<file path="src/sv/usd_pkg.sv">
// Shared types, constants and decode functions for the UTF-8 display sanitizer.
package usd_pkg;

    localparam int LIMIT_BITS  = 16;
    localparam int CNT_W       = LIMIT_BITS + 1;
    localparam int CFG_IDX_W   = 8;
    localparam int CFG_DATA_W  = 16;
    localparam int QUEUE_DEPTH = 4;
    localparam int QPTR_W      = $clog2(QUEUE_DEPTH);
    localparam int QCNT_W      = $clog2(QUEUE_DEPTH + 1);

    // Register indexes of the configuration port.
    localparam logic [CFG_IDX_W-1:0] REG_DISPLAY_MODE     = 8'd0;
    localparam logic [CFG_IDX_W-1:0] REG_MAX_OUTPUT_BYTES = 8'd1;

    localparam logic [7:0] REPL_B0   = 8'hEF;
    localparam logic [7:0] REPL_B1   = 8'hBF;
    localparam logic [7:0] REPL_B2   = 8'hBD;
    localparam logic [7:0] CH_QMARK  = 8'h3F;
    localparam logic [7:0] CH_DOT    = 8'h2E;
    localparam logic [7:0] CH_SPACE  = 8'h20;
    localparam logic [7:0] CH_DEL    = 8'h7F;
    localparam logic [7:0] TOP_MASK  = 8'hC0;
    localparam logic [7:0] CONT_TAG  = 8'h80;
    localparam logic [7:0] LEAD2_LO  = 8'hC2;
    localparam logic [7:0] LEAD2_HI  = 8'hDF;
    localparam logic [7:0] LEAD3_LO  = 8'hE0;
    localparam logic [7:0] LEAD3_HI  = 8'hEF;
    localparam logic [7:0] LEAD4_LO  = 8'hF0;
    localparam logic [7:0] LEAD4_HI  = 8'hF4;
    localparam logic [7:0] LEAD_SURR = 8'hED;
    localparam logic [7:0] FOL_A0    = 8'hA0;
    localparam logic [7:0] FOL_9F    = 8'h9F;
    localparam logic [7:0] FOL_90    = 8'h90;
    localparam logic [7:0] FOL_8F    = 8'h8F;

    typedef struct packed {
        logic [7:0] in_byte;
        logic       in_last;
    } t_in_item;

    typedef struct packed {
        logic [7:0] out_byte;
        logic       out_last;
    } t_out_item;

    typedef struct packed {
        logic                  display_mode;
        logic [LIMIT_BITS-1:0] max_output_bytes;
    } t_cfg;

    // One queued transaction: reps replacement pieces, then an optional valid
    // sequence, then the end-of-string work when last is set.
    typedef struct packed {
        logic [2:0]      reps;
        logic            has_piece;
        logic [2:0]      plen;
        logic [3:0][7:0] pbytes;
        logic            last;
    } t_entry;

    function automatic logic [2:0] seq_len(input logic [7:0] lead);
        logic [2:0] len;
        len = 3'd0;
        if (lead < CONT_TAG)                             len = 3'd1;
        else if (lead >= LEAD2_LO && lead <= LEAD2_HI)   len = 3'd2;
        else if (lead >= LEAD3_LO && lead <= LEAD3_HI)   len = 3'd3;
        else if (lead >= LEAD4_LO && lead <= LEAD4_HI)   len = 3'd4;
        return len;
    endfunction

    function automatic logic follower_ok(input logic [7:0] lead, input logic [1:0] idx,
                                         input logic [7:0] b);
        logic ok;
        ok = ((b & TOP_MASK) == CONT_TAG);
        if (idx == 2'd1) begin
            if (lead == LEAD3_LO  && b < FOL_A0) ok = 1'b0;
            if (lead == LEAD_SURR && b > FOL_9F) ok = 1'b0;
            if (lead == LEAD4_LO  && b < FOL_90) ok = 1'b0;
            if (lead == LEAD4_HI  && b > FOL_8F) ok = 1'b0;
        end
        return ok;
    endfunction

endpackage

</file>
<file path="src/sv/utf8_display_sanitizer_core.sv">
// An accepted byte is written into the piece queue, and its first output byte is then registered at the output.
// Throughput: one input byte per cycle while o_stall is low; the back end sends one output
// byte per cycle while i_stall is low, and a piece dropped by truncation sends no byte.
// A four-entry piece queue absorbs expansion; o_stall rises while it is full.
// Reset (synchronous, active low) clears the hold, counters, queue and output, and
// sets plain mode with a limit of 65535; no clearing pass is needed.
module utf8_display_sanitizer_core (
    input  logic                           i_clk,
    input  logic                           i_rst_n,
    input  logic                           i_valid,
    input  usd_pkg::t_in_item              i_data,
    output logic                           o_stall,
    output logic                           o_valid,
    output usd_pkg::t_out_item             o_data,
    input  logic                           i_stall,
    input  logic                           i_cfg_valid,
    output logic                           o_cfg_ready,
    input  logic [usd_pkg::CFG_IDX_W-1:0]  i_cfg_index,
    input  logic [usd_pkg::CFG_DATA_W-1:0] i_cfg_data
);
    import usd_pkg::*;

    t_cfg   r_cfg;
    logic   push;
    logic   full;
    logic   pop;
    logic   q_valid;
    t_entry push_entry;
    t_entry q_entry;

    assign o_cfg_ready = 1'b1;

    always_ff @(posedge i_clk) begin
        if (!i_rst_n) begin
            r_cfg.display_mode     <= 1'b0;
            r_cfg.max_output_bytes <= '1;
        end else if (i_cfg_valid && o_cfg_ready) begin
            case (i_cfg_index)
                REG_DISPLAY_MODE:     r_cfg.display_mode     <= i_cfg_data[0];
                REG_MAX_OUTPUT_BYTES: r_cfg.max_output_bytes <= i_cfg_data[LIMIT_BITS-1:0];
                default: ;
            endcase
        end
    end

    usd_front u_front (
        .i_clk   (i_clk),
        .i_rst_n (i_rst_n),
        .i_valid (i_valid),
        .i_data  (i_data),
        .i_full  (full),
        .o_stall (o_stall),
        .o_push  (push),
        .o_entry (push_entry)
    );

    usd_fifo u_fifo (
        .i_clk   (i_clk),
        .i_rst_n (i_rst_n),
        .i_push  (push),
        .i_entry (push_entry),
        .i_pop   (pop),
        .o_full  (full),
        .o_valid (q_valid),
        .o_entry (q_entry)
    );

    usd_back u_back (
        .i_clk     (i_clk),
        .i_rst_n   (i_rst_n),
        .i_cfg     (r_cfg),
        .i_q_valid (q_valid),
        .i_q_entry (q_entry),
        .o_pop     (pop),
        .o_valid   (o_valid),
        .o_data    (o_data),
        .i_stall   (i_stall)
    );

endmodule

</file>
<file path="src/sv/usd_front.sv">
// Front end: accepts bytes, tracks the unfinished sequence, queues pieces.
module usd_front (
    input  logic              i_clk,
    input  logic              i_rst_n,
    input  logic              i_valid,
    input  usd_pkg::t_in_item i_data,
    input  logic              i_full,
    output logic              o_stall,
    output logic              o_push,
    output usd_pkg::t_entry   o_entry
);
    import usd_pkg::*;

    logic [2:0][7:0] r_held;
    logic [2:0][7:0] n_held;
    logic [1:0]      r_hcnt;
    logic [1:0]      n_hcnt;
    logic [2:0]      lead_len;
    logic [2:0]      byte_len;
    logic            accept;
    t_entry          ent;

    assign o_stall = i_full;
    assign accept  = i_valid && !i_full;

    always_comb begin
        n_held   = r_held;
        n_hcnt   = r_hcnt;
        ent      = '0;
        lead_len = seq_len(r_held[0]);
        byte_len = seq_len(i_data.in_byte);
        if (r_hcnt != 2'd0 && follower_ok(r_held[0], r_hcnt, i_data.in_byte)) begin
            if (({1'b0, r_hcnt} + 3'd1) >= lead_len) begin
                ent.has_piece      = 1'b1;
                ent.plen           = lead_len;
                ent.pbytes[0]      = r_held[0];
                ent.pbytes[1]      = r_held[1];
                ent.pbytes[2]      = r_held[2];
                ent.pbytes[r_hcnt] = i_data.in_byte;
                n_hcnt             = 2'd0;
            end else begin
                n_held[r_hcnt] = i_data.in_byte;
                n_hcnt         = r_hcnt + 2'd1;
            end
        end else begin
            // flush what is held, then read the byte again as a lead
            ent.reps = {1'b0, r_hcnt};
            n_hcnt   = 2'd0;
            if (byte_len == 3'd0) begin
                ent.reps = ent.reps + 3'd1;
            end else if (byte_len == 3'd1) begin
                ent.has_piece = 1'b1;
                ent.plen      = 3'd1;
                ent.pbytes[0] = i_data.in_byte;
            end else begin
                n_held[0] = i_data.in_byte;
                n_hcnt    = 2'd1;
            end
        end
        if (i_data.in_last && n_hcnt != 2'd0) begin
            ent.reps = ent.reps + {1'b0, n_hcnt};
            n_hcnt   = 2'd0;
        end
        ent.last = i_data.in_last;
    end

    assign o_entry = ent;
    assign o_push  = accept && (ent.reps != 3'd0 || ent.has_piece || ent.last);

    always_ff @(posedge i_clk) begin
        if (!i_rst_n) begin
            r_hcnt <= 2'd0;
        end else if (accept) begin
            r_hcnt <= n_hcnt;
        end
    end

    always_ff @(posedge i_clk) begin
        if (accept) begin
            r_held <= n_held;
        end
    end

endmodule

</file>
<file path="src/sv/usd_fifo.sv">
// Short queue of piece transactions between the front and back ends.
module usd_fifo (
    input  logic            i_clk,
    input  logic            i_rst_n,
    input  logic            i_push,
    input  usd_pkg::t_entry i_entry,
    input  logic            i_pop,
    output logic            o_full,
    output logic            o_valid,
    output usd_pkg::t_entry o_entry
);
    import usd_pkg::*;

    t_entry              r_mem [QUEUE_DEPTH];
    logic [QPTR_W-1:0]   r_wptr;
    logic [QPTR_W-1:0]   r_rptr;
    logic [QCNT_W-1:0]   r_cnt;
    logic [QCNT_W-1:0]   n_cnt;

    assign o_full  = (r_cnt == QCNT_W'(QUEUE_DEPTH));
    assign o_valid = (r_cnt != '0);
    assign o_entry = r_mem[r_rptr];

    always_comb begin
        n_cnt = r_cnt;
        if (i_push && !i_pop) n_cnt = r_cnt + 1'b1;
        else if (!i_push && i_pop) n_cnt = r_cnt - 1'b1;
    end

    always_ff @(posedge i_clk) begin
        if (!i_rst_n) begin
            r_wptr <= '0;
            r_rptr <= '0;
            r_cnt  <= '0;
        end else begin
            if (i_push) r_wptr <= r_wptr + 1'b1;
            if (i_pop)  r_rptr <= r_rptr + 1'b1;
            r_cnt <= n_cnt;
        end
    end

    always_ff @(posedge i_clk) begin
        if (i_push) begin
            r_mem[r_wptr] <= i_entry;
        end
    end

endmodule

</file>
<file path="src/sv/usd_back.sv">
// Back end: expands queued pieces into bytes, filters, truncates, drives output.
module usd_back (
    input  logic               i_clk,
    input  logic               i_rst_n,
    input  usd_pkg::t_cfg      i_cfg,
    input  logic               i_q_valid,
    input  usd_pkg::t_entry    i_q_entry,
    output logic               o_pop,
    output logic               o_valid,
    output usd_pkg::t_out_item o_data,
    input  logic               i_stall
);
    import usd_pkg::*;

    typedef enum logic [1:0] {
        PH_ELEM = 2'b01,
        PH_DOTS = 2'b10
    } t_bk_phase;

    t_bk_phase         r_phase;
    logic [2:0]        r_e;
    logic [1:0]        r_bidx;
    logic [CNT_W-1:0]  r_cnt;
    logic              r_trunc;
    logic              r_ov;
    t_out_item         r_out;

    logic              is_dots;
    logic              is_rep;
    logic              filt;
    logic [2:0]        psize;
    logic [2:0]        size;
    logic [CNT_W-1:0]  sum;
    logic              start;
    logic              drop;
    logic              elem_done;
    logic [2:0]        next_e;
    logic              next_exists;
    logic              trunc_nxt;
    logic              to_dots;
    logic              pop;
    logic              go;
    logic [7:0]        obyte;

    assign is_dots = (r_phase == PH_DOTS);
    assign is_rep  = (r_e < i_q_entry.reps);

    // display-mode control filter: C0 controls, DEL, and C2 80..9F
    assign filt = i_cfg.display_mode &&
                  ((i_q_entry.plen == 3'd1 &&
                    (i_q_entry.pbytes[0] < CH_SPACE || i_q_entry.pbytes[0] == CH_DEL)) ||
                   (i_q_entry.plen == 3'd2 && i_q_entry.pbytes[0] == LEAD2_LO &&
                    i_q_entry.pbytes[1] < FOL_A0));
    assign psize = filt ? 3'd1 : i_q_entry.plen;
    assign size  = (is_dots || is_rep) ? 3'd3 : psize;

    assign sum   = r_cnt + CNT_W'(size);
    assign start = (r_bidx == 2'd0) && !is_dots;
    assign drop  = start && (r_trunc ||
                   (i_cfg.display_mode && (sum > {1'b0, i_cfg.max_output_bytes})));
    assign elem_done = drop || ({1'b0, r_bidx} == (size - 3'd1));

    assign next_e      = r_e + 3'd1;
    assign next_exists = (next_e < i_q_entry.reps) ||
                         (next_e == i_q_entry.reps && i_q_entry.has_piece);
    assign trunc_nxt   = r_trunc || drop;
    assign to_dots     = !is_dots && !next_exists && i_q_entry.last && trunc_nxt;
    assign pop         = elem_done && (is_dots || (!next_exists && !to_dots));

    assign go    = i_q_valid && (!r_ov || !i_stall);
    assign o_pop = go && pop;

    always_comb begin
        obyte = CH_DOT;
        if (!is_dots) begin
            if (is_rep) begin
                case (r_bidx)
                    2'd0:    obyte = REPL_B0;
                    2'd1:    obyte = REPL_B1;
                    default: obyte = REPL_B2;
                endcase
            end else begin
                obyte = filt ? CH_QMARK : i_q_entry.pbytes[r_bidx];
            end
        end
    end

    always_ff @(posedge i_clk) begin
        if (!i_rst_n) begin
            r_phase <= PH_ELEM;
            r_e     <= 3'd0;
            r_bidx  <= 2'd0;
            r_cnt   <= '0;
            r_trunc <= 1'b0;
            r_ov    <= 1'b0;
        end else begin
            if (go) begin
                if (start && !drop && i_cfg.display_mode) r_cnt <= sum;
                r_trunc <= trunc_nxt;
                if (elem_done) begin
                    r_bidx <= 2'd0;
                    if (pop) begin
                        r_phase <= PH_ELEM;
                        r_e     <= 3'd0;
                        if (i_q_entry.last) begin
                            r_cnt   <= '0;
                            r_trunc <= 1'b0;
                        end
                    end else if (to_dots) begin
                        r_phase <= PH_DOTS;
                    end else begin
                        r_e <= next_e;
                    end
                end else begin
                    r_bidx <= r_bidx + 2'd1;
                end
            end
            if (go && !drop) r_ov <= 1'b1;
            else if (!i_stall) r_ov <= 1'b0;
        end
    end

    always_ff @(posedge i_clk) begin
        if (go && !drop) begin
            r_out.out_byte <= obyte;
            r_out.out_last <= pop && i_q_entry.last;
        end
    end

    assign o_valid = r_ov;
    assign o_data  = r_out;

endmodule

</file>
<file path="config.mk">
export PLATFORM = sky130hd
export DESIGN_NAME = utf8_display_sanitizer_core
export DESIGN_NICKNAME = d
export VERILOG_FILES = /design/src/sv/usd_pkg.sv /design/src/sv/utf8_display_sanitizer_core.sv /design/src/sv/usd_front.sv /design/src/sv/usd_fifo.sv /design/src/sv/usd_back.sv
export SDC_FILE = /design/constraint.sdc
export NUM_CORES = 1
export LEC_CHECK = 0
export ABC_AREA = 1
export BUFFER_PORTS_ARGS = -buffer_cell sky130_fd_sc_hd__buf_2
export CORE_AREA = 4 4 209 211
export CTS_CLUSTER_SIZE = 28
export DETAILED_ROUTE_END_ITERATION = 16
export DIE_AREA = 0 0 213 215
export HOLD_SLACK_MARGIN = 0.12
export PLACE_DENSITY = 0.42
export SLEW_MARGIN = 40
export SYNTH_ARGS = -nofsm -noshare
export SYNTH_HDL_FRONTEND = slang
export SYNTH_SLANG_ARGS = --single-unit
export TNS_END_PERCENT = 100
</file>
<file path="constraint.sdc">
create_clock -name i_clk -period 16.35 [get_ports i_clk]
set_input_delay 4.905 -clock i_clk [delete_from_list [all_inputs] [get_ports i_clk]]
set_output_delay 4.905 -clock i_clk [all_outputs]
set_load 0.01 [all_outputs]
</file>
Word-level counts from Yosys, hierarchy flattened. Memory sizes are Yosys's and may differ from the RTL's. A register that Yosys moved wholly into a read port is not among the register bits. Cells that the tools add are included.

Eq/ne operators: 22. Add/sub/neg operators: 11. Bitwise operators: 1. Order comparisons: 27. Reduce and logical (&&, ||, !) cells: 71. Multiplexer cells: 64.

Operator list (count): two-way mux 8 bit (11); two-way mux 17 bit (4); two-way mux 3 bit (17); >= comparator 8 bit, second input constant (6); <= comparator 8 bit, second input constant (6); equality test 8 bit, second input constant (5); less-than comparator 8 bit, second input constant (5); logical AND 1 bit (36); two-way mux 36 bit (1); bitwise mux 32 bit (1); bitwise mux 24 bit (1); two-way mux 24 bit (1); two-way mux 2 bit (9); adder 17 x 3 -> 17 bit (1); > comparator 17 x 16 -> 1 bit (1); binary-select mux 8 bit (select 2 bit) (1); demux 8 bit (select 2 bit) (1); > comparator 8 bit, second input constant (2); one-hot mux 7 bit (2 select lines) (1); two-way mux 1 bit (13); two-way mux 4 bit (3); logical OR 1 bit (11); zero test 1 bit (9); AND reduction 3 bit (3); 29 further kinds (47).

Input port bits: 38. Output and inout port bits: 12. Memory bits (writable): 160. Memories: 1. Register bits: 85. Logic and storage cells: 214.

Memories: u_fifo.r_mem (words 4, bits a word 40, read ports 1, clocked after Yosys merged registers in 1, wr ports 1, line usd_fifo.sv:14) `t_entry r_mem [QUEUE_DEPTH];`.

Depth between registers and ports, before layout. Gate-level depths: netlist of the first run.

Word-level depth: 22. Depth in mapped cells: 46. Gate-level depth less buffers: 44.

Cells and area by module. A second synthesis of the first run with hierarchy kept.

Cell total of the unflattened synthesis: 1237. Area total of the unflattened synthesis: 12309.3 µm².

Modules (own cells, without submodules): usd_fifo (area each 6495.0 µm², seq. area each 4984.8 µm², cells each 446, instances 1); usd_back (area each 3148.0 µm², seq. area each 790.8 µm², cells each 446, instances 1); usd_front (area each 1965.6 µm², seq. area each 760.7 µm², cells each 256, instances 1); utf8_display_sanitizer_core (area each 700.7 µm², seq. area each 340.3 µm², cells each 89, instances 1).

Least setup slack after synthesis of the first run. Ideal clock, no wire load.

Path kind: input-to-reg. Start: input i_data[5] (netlist name). End: memory u_fifo.r_mem[0][0] (netlist name) (enable). Data required time: 15.913 ns. Library setup time: 0.437 ns. Setup slack: 7.558 ns. Cell stages on the path: 17. Path buffers: 0. Data arrival time: 8.354 ns. Path through: nor2_1 -> nand3_1 -> o31ai_1 -> nand2_1 -> nand2_1 -> nand3_1 -> nand2_2 -> nand2_1 -> o21ai_1 -> inv_1 -> ha_1 -> fa_1 -> nand3b_1 -> nand2_1 -> nand3_1 -> nand2_1 -> nor2_1.

Longest elaborated chain between the ends: 19. Elaborated cells between the ends (all ways): 48. Classes of those cells: 1 x add/sub; 11 x order compare; 1 x eq/ne; 20 x mux; 15 x reduce/logical.

Ends and longest elaborated chain: start, declared (line utf8_display_sanitizer_core.sv:11) `input usd_pkg::t_in_item i_data,`; branches (longest 14 deep; another with >= comparator 8 bit); logical OR 1 bit * (2 in a row) (line usd_front.sv:68) `assign o_push = accept && (ent.reps != 3'd0 || ent.has_piece || ent.last);`; logical AND 1 bit * (line usd_front.sv:68); two-way mux 1 bit * (line usd_fifo.sv:43) `if (i_push) begin`; two-way mux 1 bit (not written as such) * (line usd_fifo.sv:44) `r_mem[r_wptr] <= i_entry;`; end, declared (line usd_fifo.sv:14).

Mark *: on every way between the ends.

Final worst setup path of the first run.
Start: input i_data[5] (netlist name). End: register u_fifo.r_cnt[1].

Elaborated cells between the ends (all ways): 51. Classes of those cells: 1 x add/sub; 11 x order compare; 1 x eq/ne; 19 x mux; 19 x reduce/logical.

RTL lines: branches (longest 14 deep; another with >= comparator 8 bit); logical OR 1 bit * (2 in a row) (line usd_front.sv:68); logical AND 1 bit * (line usd_front.sv:68); via push (line utf8_display_sanitizer_core.sv:24) `logic push;`; logical AND 1 bit * (line usd_fifo.sv:26) `if (i_push && !i_pop) n_cnt = r_cnt + 1'b1;`; two-way mux 3 bit * (line usd_fifo.sv:26); via u_fifo.n_cnt[1] (line usd_fifo.sv:18) `logic [QCNT_W-1:0] n_cnt;`; end signal, assigned (line usd_fifo.sv:38) `r_cnt <= n_cnt;`; end, declared (line usd_fifo.sv:17) `logic [QCNT_W-1:0] r_cnt;`.

Mark *: on every way through the listed nets, which the timed path passes. A chain may end at the register's enable or synchronous reset.

==> results.txt, run 1 <==
status -> completed
Hold WC Path Type -> register to register
Final Cell Area -> 0.0138 mm^2
Total Wirelength -> 31600 um
Power Density -> 146 mW/mm^2
Mapped Cells -> 1238
Pre-antenna DRT Iters -> 5
Setup CP Type -> primary input to register
drt drc -> 0
setup bufs post-CTS -> 0
Ant. Diodes -> 0
initial antenna violation count -> 0
Finish-stage setup viols -> 0
GRT Total Usage -> 0.136
GP Congestion -> 0.805
R2R setup slack -> 9.19 ns
CTS Sinks -> 247
grt ovf -> 0
minimum clock period -> 8.23 ns
worst setup margin -> 8.12 ns
crit path launch -> i_data[5]
non-filler cells, final -> 1846
CTS H-tree depth -> 1
Post-CTS Hold Buffers -> 0
Vias per Instance -> 4.70
ys flop type -> edfxtp_1
Final Hold Vio Count -> 0
Place WS -> 7.38 ns
clk buf depth -> 3
Mapped Area -> 0.0120 mm^2
arrival time at the worst endpoint -> 8.70 ns
Chip Width -> 213 um
R2R depth -> 34
crit path to -> u_fifo.r_cnt[1]$_SDFFE_PN0P_
largest cells by area after synthesis -> edfxtp_1, nand2_1, dfxtp_1, ha_1, a21oi_1
cts repair resizes -> 0
Rows -> 75
Worst-path clk slew -> 0.06 ns
Final ANT Viol Nets -> 0
Synth cell types -> 54
part of the Yosys area used for sequential elements -> 0.572
achievable frequency -> 0.121 GHz
Synth top area share -> 0.482
CTS tree -> built
leading area contributor after synthesis -> edfxtp_1
max_cap viols -> 0
Slew @ Worst Pin -> 0.846 ns
slew margin rel. -> 0.434
Port Buffers -> 48
Leakage -> 5.54 nW
RSZ-0062 raised after global routing -> no
type of destination of the critical path -> register
Setup TNS Final -> 0 ns
Syn Area/Cell -> 9.71 um^2
Area growth syn-to-layout -> 14.9%
hold_ws -> 0.485 ns
R2R Path End -> u_fifo.r_cnt[1]$_SDFFE_PN0P_
Initial Utilization -> 0.288
Fillers -> 4307
Final period util -> 0.504
Worst Path Required -> 16.81 ns
# IOs -> 50
VDD IR-drop max -> 89.0 uV
core area -> 0.0418 mm^2
Pins Over Slew Limit -> 0
FFs w/ async S/R, synth -> 0
synthesis-stage register bit count -> 247
Placed Cells -> 1790
drt initial violations -> 545
vias in the first global route -> 8290
Final Net Count -> 1367
largest net degree at the start of global routing -> 77
DP Wirelength -> 21000 um
via count -> 8667
first-pass GRT wire length -> 48800 um
layout cells sized above 1 -> 0.124
Num CTS Buffers -> 30
Max FO, Critical Path -> 27
routed length per instance -> 17.1 um
clk_lat worst skew -> 0.58 ns
Root Buffer -> clkbuf_16
Post-synth EDFFs -> 193
die height -> 215 um
Area after DPL -> 0.0128 mm^2
YS warnings -> 0
CP Launch Type -> primary input
die area -> 0.0458 mm^2
final setup skew -> 0.0196 ns
synth_stat cells, drive strengths merged (4+ instances only):
master and instances:
clkinv 4, nand4 12, inv 120, buf 15, a221oi 9, a32o 5
nand3 56, o221ai 6, a21oi 89, o32ai 7, o22ai 9, o21ai 67
nor2 107, nand2 316, edfxtp 193, xor2 18, nand3b 4, ha 43
clkbuf 36, nor3 13, o211ai 23, dfxtp 54
how the worst min path moves through the flow:
stage                                        startpoint  cells past startpoint                       endpoint  slack (ns)
after floorplan                   r_cfg[0]$_SDFFE_PN1P_                      2          r_cfg[0]$_SDFFE_PN1P_        0.45
after global placement    u_back.r_cnt[11]$_SDFFE_PN0P_                      2  u_back.r_cnt[11]$_SDFFE_PN0P_        0.47
final                     u_back.r_cnt[11]$_SDFFE_PN0P_                      2  u_back.r_cnt[11]$_SDFFE_PN0P_        0.49
after detailed placement  u_back.r_cnt[11]$_SDFFE_PN0P_                      2  u_back.r_cnt[11]$_SDFFE_PN0P_        0.48
after CTS                 u_back.r_cnt[11]$_SDFFE_PN0P_                      2  u_back.r_cnt[11]$_SDFFE_PN0P_        0.49
after global routing      u_back.r_cnt[11]$_SDFFE_PN0P_                      2  u_back.r_cnt[11]$_SDFFE_PN0P_        0.51
cell type report:
cell class	instances	area [um^2]	area share
clock buffer	41	792	0.0573
clock inverter	15	185	0.0134
inverter	124	470	0.0341
multi-input combinational	819	4480	0.324
sequential	247	6880	0.498
tap	539	674	0.0488
timing repair buffer	61	338	0.0245
metrics by stage:
step	util	power, mW
global placement	0.307	1.37
floorplan	-	1.26
detailed placement	0.307	1.38
finish	0.331	2.01
CTS	0.331	2.05
global route	0.331	2.14
critical path, stage by stage:
cell,delay (ns)
buf_2,0.14
nor2_1,0.12
nand3_1,0.08
o31ai_1,0.07
nand2_1,0.07
nand2_1,0.08
nand3_1,0.08
nand2_2,0.39
inv_1,0.16
nor2_1,0.18
ha_1,0.19
fa_1,0.40
nand3b_1,0.16
nand2_1,0.09
nand3_1,0.12
nand2_1,0.35
inv_1,0.15
ha_1,0.22
inv_1,0.09
fa_1,0.41
o21ai_0,0.16
a21oi_1,0.05
power by group:
part / total, mW / internal (mW) / switching (mW)
clock network: 0.658 / 0.389 / 0.270
logic: 0.552 / 0.172 / 0.380
registers: 0.802 / 0.765 / 0.0377
state kept, by name, summed over array words and instances, names as in the netlist, named ones only:
name and count:
u_fifo.r_mem 160, u_front.r_held 24, r_cfg 17, u_back.r_cnt 17
u_back.o_data 9, u_back.r_e 3, u_fifo.r_cnt 3, u_back.r_bidx 2
u_back.r_phase 2, u_fifo.r_rptr 2, u_fifo.r_wptr 2, u_front.r_hcnt 2
u_back.o_valid 1, u_back.r_trunc 1
cells in the final DEF, fill, tap and decap left out, types with 4 or more instances in the layout:
| master | n |
|---|---|
| o22ai_1 | 9 |
| nor3_1 | 11 |
| nor2_4 | 6 |
| edfxtp_1 | 193 |
| o21ai_1 | 6 |
| a21oi_1 | 89 |
| buf_4 | 13 |
| ha_1 | 43 |
| buf_2 | 48 |
| o21ai_0 | 59 |
| nand4_1 | 10 |
| nor2_2 | 14 |
| a221oi_1 | 9 |
| clkbuf_1 | 11 |
| nand3_1 | 51 |
| o211ai_1 | 22 |
| xor2_1 | 18 |
| inv_2 | 7 |
| a32o_1 | 5 |
| inv_1 | 112 |
| clkbuf_16 | 30 |
| nand2_1 | 303 |
| nand2_2 | 11 |
| nand3_2 | 5 |
| nor2_1 | 87 |
| o32ai_1 | 7 |
| nand3b_1 | 4 |
| conb_1 | 5 |
| clkinv_1 | 5 |
| o221ai_1 | 6 |
| dfxtp_1 | 53 |
| clkinv_2 | 6 |
metal layers:
metal / GRT usage / up-vias / part of all wire
met5: 0 / - / 0
met1: 0.203 / 4112 / 0.50
met3: 0.0198 / 32 / 0.044
met4: 0.0264 / 0 / 0.016
met2: 0.211 / 161 / 0.44
li1: - / 4362 / -
cells by family (layout without fill, tap and decap cells):
kind of cell,count (synthesis),in the layout,synth area share
fa+ha+maj,46,46,0.0498
other cells,2,5,0.000625
xor+xnor,19,19,0.0138
simple gates,513,513,0.184
buf+inv,175,241,0.0604
flops,247,247,0.572
compound gates,233,233,0.117
mux,3,3,0.00250
Power figures use the tool's default switching activity.
==> run 2: changes to the inputs <==
PLACE_DENSITY = 0.44   (was 0.42)
clock period = 7 ns   (was 16.35 ns; I/O delays follow)
==> run 2 against run 1 <==
Effect of this change: via count down 0.53%; die area did not move; sequential share of layout area is 0.063 points higher; largest cell class unchanged; sequential cell count unchanged; core utilization about the same; design area decreased by 0.13%; sequential power up 130%; global-route usage is 0.17 points lower; largest power group unchanged; critical endpoint is now u_fifo.r_cnt[2]$_SDFFE_PN0P_; critical path type is now register to register; non-clock buffer count increased by 9; critical path depth grew 15; wire length fell by 2.3%; clock skew down 0.0087 ns.
==> results.txt, run 2 (synthesized netlist as in run 1, its figures left out) <==
die area -> 0.0458 mm^2
hold_ws -> 0.475 ns
Rows -> 75
Pre-antenna DRT Iters -> 5
VDD IR-drop max -> 203 uV
vias in the first global route -> 8425
DP Wirelength -> 20700 um
final setup skew -> 0.0109 ns
CP Launch Type -> register
Setup TNS Final -> 0 ns
Pins Over Slew Limit -> 0
Finish-stage setup viols -> 0
achievable frequency -> 0.162 GHz
max_cap viols -> 0
die height -> 215 um
Setup CP Type -> register to register
Vias per Instance -> 4.66
Root Buffer -> clkbuf_16
Buf/Inv on CP -> 3
max reg flops -> 160
CTS tree -> built
Final ANT Viol Nets -> 0
Initial Utilization -> 0.288
Num CTS Buffers -> 29
clk buf depth -> 3
Worst Path Required -> 7.50 ns
Ant. Diodes -> 0
Total Wirelength -> 30900 um
Leakage -> 5.54 nW
critical path's top delay family -> simple AND/OR/NAND/NOR gates
Area growth syn-to-layout -> 14.8%
CTS H-tree depth -> 1
commonest cells after routing, fill and taps aside -> nand2_1, edfxtp_1, inv_1
commonest non-fill, non-tap cell in the layout -> nand2_1
Worst-path clk slew -> 0.06 ns
total power draw -> 4.60 mW
core area -> 0.0418 mm^2
Place WS -> 0.664 ns
Port Buffers -> 48
Final period util -> 0.880
worst setup margin -> 0.841 ns
Final Hold Vio Count -> 0
drt drc -> 0
arrival time at the worst endpoint -> 6.66 ns
Post-CTS Hold Buffers -> 0
drt initial violations -> 572
status -> completed
initial antenna violation count -> 0
minimum clock period -> 6.16 ns
Top reg by flops -> u_fifo.r_mem
Chip Width -> 213 um
Most Frequent Cell on Critical Path -> nand2_1
# IOs -> 50
routed length per instance -> 16.7 um
Fillers -> 4261
GP Congestion -> 0.804
Power Density -> 333 mW/mm^2
grt ovf -> 0
RSZ-0062 raised after global routing -> no
Top Registers -> u_fifo.r_mem (160), u_front.r_held (24)
Max FO, Critical Path -> 36
Slew @ Worst Pin -> 0.736 ns
type of destination of the critical path -> register
layout cells sized above 1 -> 0.124
largest net degree at the start of global routing -> 45
Hold WC Path Type -> register to register
CP max stage cell -> fa_1
Final Net Count -> 1375
slew margin rel. -> 0.508
via count -> 8621
clk_lat worst skew -> 0.57 ns
setup bufs post-CTS -> 0
CTS Sinks -> 247
slowest stage delay, CP -> 0.38 ns
first-pass GRT wire length -> 48700 um
GRT Total Usage -> 0.134
## run 2: repair_timing
action / 4_1_cts / 5_1_grt
endpoints found under the setup margin: 0 / 1
gates resized for setup: 0 / 1
hold endpoints to repair: 0 / 0
## run 2: worst min-delay path, cell delays in order (launching register included)
cell and delay [ns]:
dfxtp_1 0.30, nand2_1 0.07, a21oi_1 0.06
## run 2: worst paths after layout
| path | slack [ns] | cells after the start | end | start |
|---|---|---|---|---|
| max | 0.84 | 37 | u_fifo.r_cnt[2]$_SDFFE_PN0P_ | register |
| min | 0.48 | 2 | u_back.o_valid$_SDFFE_PN0P_ | u_back.o_valid$_SDFFE_PN0P_ |
| min reg2reg | 0.48 | 2 | u_back.o_valid$_SDFFE_PN0P_ | u_back.o_valid$_SDFFE_PN0P_ |
| max reg2reg | 0.84 | 37 | u_fifo.r_cnt[2]$_SDFFE_PN0P_ | register |
## run 2: cell type report
type | count | area, um^2 | area share
flip-flops and latches | 247 | 6880 | 0.499
inverters | 124 | 468 | 0.0339
clock buffers | 34 | 744 | 0.0540
clock inverters | 18 | 150 | 0.0109
well taps | 539 | 674 | 0.0489
repair buffers | 70 | 405 | 0.0294
multi-input cells | 819 | 4480 | 0.324
## run 2: power by group
part,switching (mW),internal (mW)
sequential,0.0750,1.79
clock,0.606,0.830
combinational,0.890,0.411
## run 2: per-layer routing
layer,GRT usage,routed length (um)
met1,0.199,15600
met2,0.207,13600
met3,0.0191,1200
met4,0.0322,542
met5,0,0
## run 2: stage by stage
stage | cells | instance area [um^2] | util
floorplan | 1241 | 12000 | -
global placement | 1799 | 12900 | 0.309
detailed placement | 1799 | 12900 | 0.309
CTS | 1851 | 13800 | 0.330
global route | 1851 | 13800 | 0.330
finish | 1851 | 13800 | 0.330
==> run 3: changes to the inputs <==
ABC_AREA = unset   (was 1)
CORE_AREA = 4 4 205 207   (was 4 4 209 211)
DIE_AREA = 0 0 209 211   (was 0 0 213 215)
==> run 3 against run 2 <==
Effect of this change: critical path depth is 9 lower; sequential cell count did not move; sequential share of layout area up 1.5 points; synthesized cell count fell by 33%; via count down 22%; design area is 2.8% lower; non-clock buffer count up 3; global-route usage is 1.5 points lower; core utilization grew 0.19 points; clock power fell by 3%; hold slack is essentially flat; largest cell class unchanged.
==> results.txt, run 3 <==
CTS tree -> built
commonest non-fill, non-tap cell in the layout -> edfxtp_1
Hold WC Path Type -> register to register
drt initial violations -> 390
largest cells by area after synthesis -> edfxtp_1, dfxtp_1, mux4_2, ha_1, mux2_2
R2R Path End -> u_fifo.r_cnt[2]$_SDFFE_PN0P_
Total Wirelength -> 26200 um
clk buf depth -> 3
Synth cell types -> 66
slew margin rel. -> 0.545
CP Launch Type -> register
synthesis-stage register bit count -> 247
Worst Path Required -> 7.46 ns
arrival time at the worst endpoint -> 7.00 ns
FFs w/ async S/R, synth -> 0
VDD IR-drop max -> 185 uV
Worst-path clk slew -> 0.06 ns
CTS Sinks -> 247
Power Density -> 296 mW/mm^2
worst setup margin -> 0.458 ns
type of destination of the critical path -> register
GP Congestion -> 0.728
Slew @ Worst Pin -> 0.681 ns
max_cap viols -> 0
Ant. Diodes -> 0
die area -> 0.0441 mm^2
Setup TNS Final -> 0 ns
Port Buffers -> 48
Max FO, Critical Path -> 11
most common cell in the netlist -> edfxtp_1
crit path to -> u_fifo.r_cnt[2]$_SDFFE_PN0P_
max reg flops -> 160
clk_lat worst skew -> 0.58 ns
Root Buffer -> clkbuf_16
Final period util -> 0.935
achievable frequency -> 0.153 GHz
Post-CTS Hold Buffers -> 0
Place WS -> 0.265 ns
Synth top cells by count -> edfxtp_1, dfxtp_1, nand2_1
core area -> 0.0404 mm^2
CTS H-tree depth -> 1
Post-synth EDFFs -> 193
Num CTS Buffers -> 28
die height -> 211 um
largest net degree at the start of global routing -> 41
Most Frequent Cell on Critical Path -> ha_1
Top Registers -> u_fifo.r_mem (160), u_front.r_held (24)
first-pass GRT wire length -> 41600 um
Area growth syn-to-layout -> 16.5%
R2R setup slack -> 0.46 ns
R2R depth -> 28
Final Hold Vio Count -> 0
Pins Over Slew Limit -> 0
minimum clock period -> 6.54 ns
Mapped Area -> 0.0115 mm^2
DP Wirelength -> 18300 um
via count -> 6701
Leakage -> 4.82 nW
final setup skew -> 0.0500 ns
Synth top area share -> 0.503
drt drc -> 0
slowest stage delay, CP -> 0.50 ns
Rows -> 74
GRT Total Usage -> 0.119
initial antenna violation count -> 1
Vias per Instance -> 4.62
Chip Width -> 209 um
Final ANT Viol Nets -> 0
CP max stage cell -> mux4_2
routed length per instance -> 18.1 um
Mapped Cells -> 824
vias in the first global route -> 7040
Pre-antenna DRT Iters -> 4
Final Net Count -> 983
ys flop type -> edfxtp_1
status -> completed
# IOs -> 50
Final Util -> 0.332
Finish-stage setup viols -> 0
layout cells sized above 1 -> 0.226
grt ovf -> 0
part of the Yosys area used for sequential elements -> 0.597
Syn Area/Cell -> 14.0 um^2
leading area contributor after synthesis -> edfxtp_1
Initial Utilization -> 0.285
commonest cells after routing, fill and taps aside -> edfxtp_1, nand2_1, dfxtp_1
YS warnings -> 0
Top reg by flops -> u_fifo.r_mem
Setup CP Type -> register to register
-- run 3: changes by cell type after synthesis, moves of 27 or more --
cell | before | now
nand3_1 | 51 | 12
nor2_1 | 91 | 48
mux4_2 | 0 | 48
nand2_1 | 304 | 52
o21ai_0 | 62 | 18
and2_1 | 1 | 31
a21oi_1 | 89 | 25
inv_1 | 113 | 44
mux2_2 | 0 | 27
-- run 3: layer usage --
metal  wire [um]  part of all wire  up-vias  GRT usage
li1            -                 -     3257          -
met1       12600              0.48     3293      0.167
met2       12000              0.46      113      0.192
met3        1030             0.039       38     0.0223
met4         646             0.025        0     0.0329
met5           0                 0        -          0
-- run 3: report_power, final --
group / total, mW / switching (mW) / leakage (nW) / internal [mW]
Clock: 1.39 / 0.593 / 0.417 / 0.801
Combinational: 0.745 / 0.426 / 2.17 / 0.319
Sequential: 1.84 / 0.0824 / 2.24 / 1.75
-- run 3: per-stage QoR --
step	area (um^2)	hold slack, ns	power [mW]	instances
2_1_floorplan	11500	0.448	2.35	827
3_3_place_gp	12500	0.469	2.63	1398
3_5_place_dp	12500	0.476	2.63	1398
4_1_cts	13400	0.485	4.04	1449
5_1_grt	13400	0.508	4.20	1452
6_report	13400	0.475	3.97	1452
-- run 3: worst min-delay path by stage --
stage,start,slack (ns),depth (start not counted),to
6_report,u_fifo.r_rptr[1]$_SDFFE_PN0P_,0.48,2,register
5_1_grt,u_back.r_cnt[16]$_SDFFE_PN0P_,0.51,1,u_back.r_cnt[16]$_SDFFE_PN0P_
4_1_cts,u_back.r_phase[0]$_SDFFE_PN1P_,0.49,2,u_back.r_phase[0]$_SDFFE_PN1P_
3_5_place_dp,u_back.r_phase[0]$_SDFFE_PN1P_,0.48,2,u_back.r_phase[0]$_SDFFE_PN1P_
3_3_place_gp,u_back.r_phase[0]$_SDFFE_PN1P_,0.47,2,u_back.r_phase[0]$_SDFFE_PN1P_
2_1_floorplan,u_back.r_cnt[0]$_SDFFE_PN0P_,0.45,2,u_back.r_cnt[0]$_SDFFE_PN0P_
-- run 3: cells by family (layout without fill, tap and decap cells) --
group	Yosys count	in the layout	share of synthesized area
DFF	247	247	0.597
and+or+nand+nor	225	225	0.103
AOI/OAI and AO/OA	114	114	0.0681
muxes	82	82	0.126
buffers and inverters	75	168	0.0278
adders and majority gates	46	46	0.0520
xor gates and xnor gates	33	33	0.0251
other	2	5	0.000652
-- run 3: final cells by class --
class / instances / area [um^2]
multi-input combinational: 505 / 4350
timing repair buffer: 73 / 474
tap: 532 / 666
clock inverter: 11 / 106
fill: 4056 / 27000
inverter: 44 / 165
clock buffer: 40 / 767
sequential: 247 / 6880
-- run 3: worst max-delay path, delay by kind of cell, from the launching register on --
kind,cells,cell delay (ns)
adders and majority gates,6,1.69
muxes,1,0.50
DFF,1,0.41
xor gates and xnor gates,2,0.34
AOI/OAI and AO/OA,8,1.61
and+or+nand+nor,8,1.55
buffers and inverters,3,0.32
-- run 3: what timing repair did --
item | CTS | global route
setup endpoints to repair | 0 | 2
resized for setup | 0 | 5
buffers inserted | 0 | 2
